--- src/rtl/pnef_pkg.sv ---
// Shared opcodes, status codes and unit flag type for the Petri net firing engine.
`default_nettype none
package pnef_pkg;

	localparam logic [2:0] OP_WR_IN  = 3'd0;
	localparam logic [2:0] OP_WR_OUT = 3'd1;
	localparam logic [2:0] OP_WR_TOK = 3'd2;
	localparam logic [2:0] OP_RD_TOK = 3'd3;
	localparam logic [2:0] OP_LIST   = 3'd4;
	localparam logic [2:0] OP_FIRE   = 3'd5;

	localparam logic [1:0] ST_OK   = 2'd0;
	localparam logic [1:0] ST_NONE = 2'd1;
	localparam logic [1:0] ST_SAT  = 2'd2;

	localparam logic CFG_PLACES = 1'b0;
	localparam logic CFG_TRANS  = 1'b1;

	typedef struct packed {
		logic short_w;
		logic sat;
	} alu_flags_t;

endpackage
`default_nettype wire

--- src/rtl/pnef_alu.sv ---
// Shared token unit: compare against input weight, subtract it, add output weight, saturate.
`default_nettype none
module pnef_alu #(
	parameter int TOKEN_BITS  = 16,
	parameter int WEIGHT_BITS = 8
) (
	input  wire logic [TOKEN_BITS-1:0]  tok,
	input  wire logic [WEIGHT_BITS-1:0] w_in,
	input  wire logic [WEIGHT_BITS-1:0] w_out,
	output logic [TOKEN_BITS-1:0]       next_tok,
	output pnef_pkg::alu_flags_t        flags
);

	localparam int AW = ((TOKEN_BITS > WEIGHT_BITS) ? TOKEN_BITS : WEIGHT_BITS) + 1;

	logic [AW-1:0] diff;
	logic [AW-1:0] sum;
	logic [AW-1:0] tok_max;

	always_comb begin
		tok_max       = AW'({TOKEN_BITS{1'b1}});
		diff          = AW'(tok) - AW'(w_in);
		sum           = AW'(diff[AW-2:0]) + AW'(w_out);
		flags.short_w = diff[AW-1];
		flags.sat     = (sum > tok_max);
		next_tok      = flags.sat ? {TOKEN_BITS{1'b1}} : sum[TOKEN_BITS-1:0];
	end

endmodule
`default_nettype wire

--- config.mk ---
export PLATFORM = sky130hd
export DESIGN_NAME = pnef_alu
export DESIGN_NICKNAME = d
export VERILOG_FILES = /design/src/rtl/pnef_pkg.sv /design/src/rtl/pnef_alu.sv
export SDC_FILE = /design/constraint.sdc
export NUM_CORES = 1
export LEC_CHECK = 0
export ABC_AREA = 1
export BUFFER_PORTS_ARGS = -buffer_cell sky130_fd_sc_hd__buf_2
export CAP_MARGIN = 40
export CELL_PAD_IN_SITES_DETAIL_PLACEMENT = 1
export CELL_PAD_IN_SITES_GLOBAL_PLACEMENT = 1
export CORE_MARGIN = 3
export CORE_UTILIZATION = 38
export DETAILED_ROUTE_END_ITERATION = 8
export PLACE_DENSITY = 0.95
export SLEW_MARGIN = 20
export SYNTH_ARGS = -nofsm -noshare
export SYNTH_HDL_FRONTEND = slang
export SYNTH_SLANG_ARGS = --single-unit
--- constraint.sdc ---
create_clock -name vclk -period 17.4
set_input_delay 5.22 -clock vclk [all_inputs]
set_output_delay 5.22 -clock vclk [all_outputs]
set_load 0.05 [all_outputs]
==> load_flow_metrics.sql <==
INSERT INTO impl_metrics (metric_group, metric, value, unit) VALUES
('clocking', 'cts_hold_buf', '0', ''),
('setup_path', 'cpPeakStageDelay', '0.42', 'ns'),
('floorplanning', 'io_pins', '50', ''),
('floorplanning', 'starting_density_of_the_core', '40.48', '%'),
('setup_path', 'cp-end-kind', 'primary output', ''),
('global_route', 'grt_antenna_before_repair', '0', ''),
('sta', 'fin_setup_tns', '0', 'ns'),
('sta', 'period_needed', '13.45', 'ns'),
('power_and_ir_drop', 'power.density', '71.81', 'nW/um^2'),
('sta', 'finalWorstSetupSlack', '3.948', 'ns'),
('final_layout', 'area_growth_syn_to_layout', '19.10', '%'),
('detailed_routing', 'drcViolationCount', '0', ''),
('floorplanning', 'floorplan.rows', '22', ''),
('synthesis', 'synth-warning-count', '0', ''),
('global_route', 'grt_overflow_total', '0', ''),
('detailed_routing', 'drt_iter0_markers', '79', ''),
('global_route', 'grt_max_degree', '18', ''),
('floorplanning', 'floorplan_die_width', '69.38', 'microns'),
('power_and_ir_drop', 'finalPower', '130.5', 'uW'),
('floorplanning', 'floorplan.die_area', '4814', 'sq um'),
('synthesis', 'synth_top_cells_by_area', 'sky130_fd_sc_hd__nand2_1, sky130_fd_sc_hd__ha_1, sky130_fd_sc_hd__inv_1', ''),
('sta', 'fin_crit_sh', '77.31', '%'),
('synthesis', 'synthesis.nets', '334', ''),
('setup_path', 'critPathLaunchType', 'primary input', ''),
('setup_path', 'critical_path_peak_fanout', '17', ''),
('final_layout', 'regArea', '0', 'sq um'),
('sta', 'maxClockFrequency', '74.34', 'MHz'),
('final_layout', 'post-route-util', '48.21', '%'),
('hold_path', 'hold_start', 'tok[15]', ''),
('hold_path', 'worstHoldPathType', 'primary input to primary output', ''),
('detailed_routing', 'detailedRoute.firstPassIterationCount', '4', ''),
('global_route', 'global_route.usage.met3', '0.5797', '%'),
('final_layout', 'layout.sequential_cells', '0', ''),
('floorplanning', 'core', '3771', 'sq um'),
('sta', 'slew_headroom', '75.96', '%'),
('detailed_routing', 'via_per_inst', '5.040', ''),
('synthesis', 'yosysSeqAreaShare', '0', '%'),
('setup_path', 'cp_cell_sequence', 'buf_2, inv_1, ha_1, fa_1, inv_1, nand2_1, nand2_1, and2_1, xor2_1, ha_1, inv_1, nor3_1, nand2_1, o211ai_1, nand3_2, nor2_4, nand2_4, o21ai_0, buf_2', ''),
('global_route', 'grt.met2_usage', '39.62', '%'),
('final_layout', 'design.final.nets', '384', ''),
('global_route', 'groute.layer.met1.usage', '24.44', '%'),
('floorplanning', 'fp.dieH', '69.38', 'microns'),
('final_layout', 'instances_no_fill', '379', ''),
('synthesis', 'synth_top_area_share', '21.15', '%'),
('global_route', 'vias_in_the_first_global_route', '2039', ''),
('sta', 'timing_worst_slew_pin_value', '0.3591', 'ns'),
('place', 'place_worst_setup_slack', '3.968', 'ns'),
('setup_path', 'timing.critical_path.slowest_stage_cell', 'sky130_fd_sc_hd__fa_1', ''),
('place', 'finalWeightedCongestion', '0.9236', ''),
('place', 'io_buffer_count', '50', ''),
('power_and_ir_drop', 'worst_vdd_drop', '0.03400', 'mV'),
('global_route', 'grt_pass1_wl', '8.556', 'mm'),
('final_layout', 'antenna_cells', '0', ''),
('sta', 'tightest_hold_margin', '10.79', 'ns'),
('run_status', 'run_status', 'finished clean', ''),
('sta', 'finalHoldViolations', '0', ''),
('place', 'dp_hpwl', '4.435', 'mm'),
('detailed_routing', 'avgRoutedWirePerCell', '12.71', 'microns'),
('clocking', 'post-cts-setup-buffer-count', '0', ''),
('synthesis', 'syn_area_per_cell', '5.394', 'sq um'),
('place', 'detailed_place.area', '1818', 'sq um'),
('synthesis', 'synth.cell_area', '1526', 'sq um'),
('clocking', 'ctsResizeCount', '0', ''),
('final_layout', 'finish.instance_area', '1818', 'sq um'),
('power_and_ir_drop', 'leakagePower', '1.086', 'nW'),
('hold_path', 'hold-path-cell-count', '3', ''),
('setup_path', 'timing.setup.critical_path_class', 'primary input to primary output', ''),
('final_layout', 'final_layout_size_suffix_gt1_share', '25.98', '%'),
('detailed_routing', 'postRouteWirelength', '4.817', 'mm'),
('sta', 'number_of_setup_violations_in_the_final_report', '0', ''),
('setup_path', 'required', '12.18', 'ns');
-- cell usage after synthesis, types with 2 or more instances --
| library cell | n |
|---|---|
| sky130_fd_sc_hd__a21oi_1 | 10 |
| sky130_fd_sc_hd__fa_1 | 2 |
| sky130_fd_sc_hd__ha_1 | 17 |
| sky130_fd_sc_hd__inv_1 | 46 |
| sky130_fd_sc_hd__inv_2 | 5 |
| sky130_fd_sc_hd__nand2_1 | 86 |
| sky130_fd_sc_hd__nand2_2 | 21 |
| sky130_fd_sc_hd__nand3_1 | 19 |
| sky130_fd_sc_hd__nand3_2 | 4 |
| sky130_fd_sc_hd__nand3b_1 | 4 |
| sky130_fd_sc_hd__nand4_1 | 5 |
| sky130_fd_sc_hd__nor2_1 | 28 |
| sky130_fd_sc_hd__nor2_2 | 2 |
| sky130_fd_sc_hd__nor2_4 | 3 |
| sky130_fd_sc_hd__nor3_1 | 7 |
| sky130_fd_sc_hd__o211ai_1 | 2 |
| sky130_fd_sc_hd__o21ai_0 | 3 |
| sky130_fd_sc_hd__xnor2_1 | 3 |
| sky130_fd_sc_hd__xor2_1 | 11 |
-- area by class of cell --
cell class / instances / area, sq um
multi-input cells: 230 / 1316
inverters: 51 / 191.4
well taps: 48 / 60.06
fillers: 582 / 1953
repair buffers: 50 / 250.2
-- per-layer routing --
metal / share of wire, % / vias to the layer above / wire length (microns)
met5: 0 / - / 0
li1: - / 978 / -
met2: 51 / 46 / 2468
met4: 2.4 / 0 / 117
met3: 2.7 / 12 / 132
met1: 44 / 874 / 2099
-- layout by cell type, fill, tap and decap left out --
cell                       instances
sky130_fd_sc_hd__nand2_1          86
sky130_fd_sc_hd__buf_2            50
sky130_fd_sc_hd__inv_1            46
sky130_fd_sc_hd__nor2_1           28
sky130_fd_sc_hd__nand2_2          21
sky130_fd_sc_hd__nand3_1          19
sky130_fd_sc_hd__ha_1             17
sky130_fd_sc_hd__xor2_1           11
sky130_fd_sc_hd__a21oi_1          10
sky130_fd_sc_hd__nor3_1            7
sky130_fd_sc_hd__inv_2             5
sky130_fd_sc_hd__nand4_1           5
sky130_fd_sc_hd__nand3_2           4
sky130_fd_sc_hd__nand3b_1          4
sky130_fd_sc_hd__xnor2_1           3
sky130_fd_sc_hd__nor2_4            3
sky130_fd_sc_hd__o21ai_0           3
sky130_fd_sc_hd__nor2_2            2
sky130_fd_sc_hd__o211ai_1          2
sky130_fd_sc_hd__fa_1              2
sky130_fd_sc_hd__or2_0             1
sky130_fd_sc_hd__and2_1            1
sky130_fd_sc_hd__nand2_4           1
-- critical path, delay by kind of cell --
family          cells  cell delay (ns)
buf+inv             5             0.64
fa+ha+maj           3             0.96
compound gates      2             0.33
simple gates        8             1.03
xor+xnor            1             0.07
-- how the worst max path moves through the flow --
| stage | slack [ns] | end | from | cells past startpoint |
|---|---|---|---|---|
| 3_3_place_gp | 4.16 | next_tok[2] | tok[0] | 19 |
| 5_1_grt | 3.66 | next_tok[12] | tok[0] | 19 |
| 4_1_cts | 3.94 | next_tok[12] | tok[0] | 19 |
| 6_report | 3.95 | next_tok[12] | tok[0] | 19 |
| 2_1_floorplan | 3.75 | next_tok[12] | tok[0] | 17 |
| 3_5_place_dp | 3.97 | next_tok[12] | tok[0] | 19 |
-- cells by family (layout without fill, tap and decap cells) --
family | Yosys count | after routing | synth area share, %
adders and majority gates | 19 | 19 | 16.56
xor gates and xnor gates | 14 | 14 | 8.033
and+or+nand+nor | 182 | 182 | 56.39
buffers and inverters | 53 | 101 | 13.77
AOI/OAI and AO/OA | 15 | 15 | 5.245
-- power breakdown --
group          leakage (nW)  internal [mW]  switching (mW)  total [mW]
clock network             0              0               0           0
registers                 0              0               0           0
logic                  1.09         0.0374          0.0931       0.131
total                  1.09         0.0374          0.0931       0.131
Power figures use the tool's default switching activity.
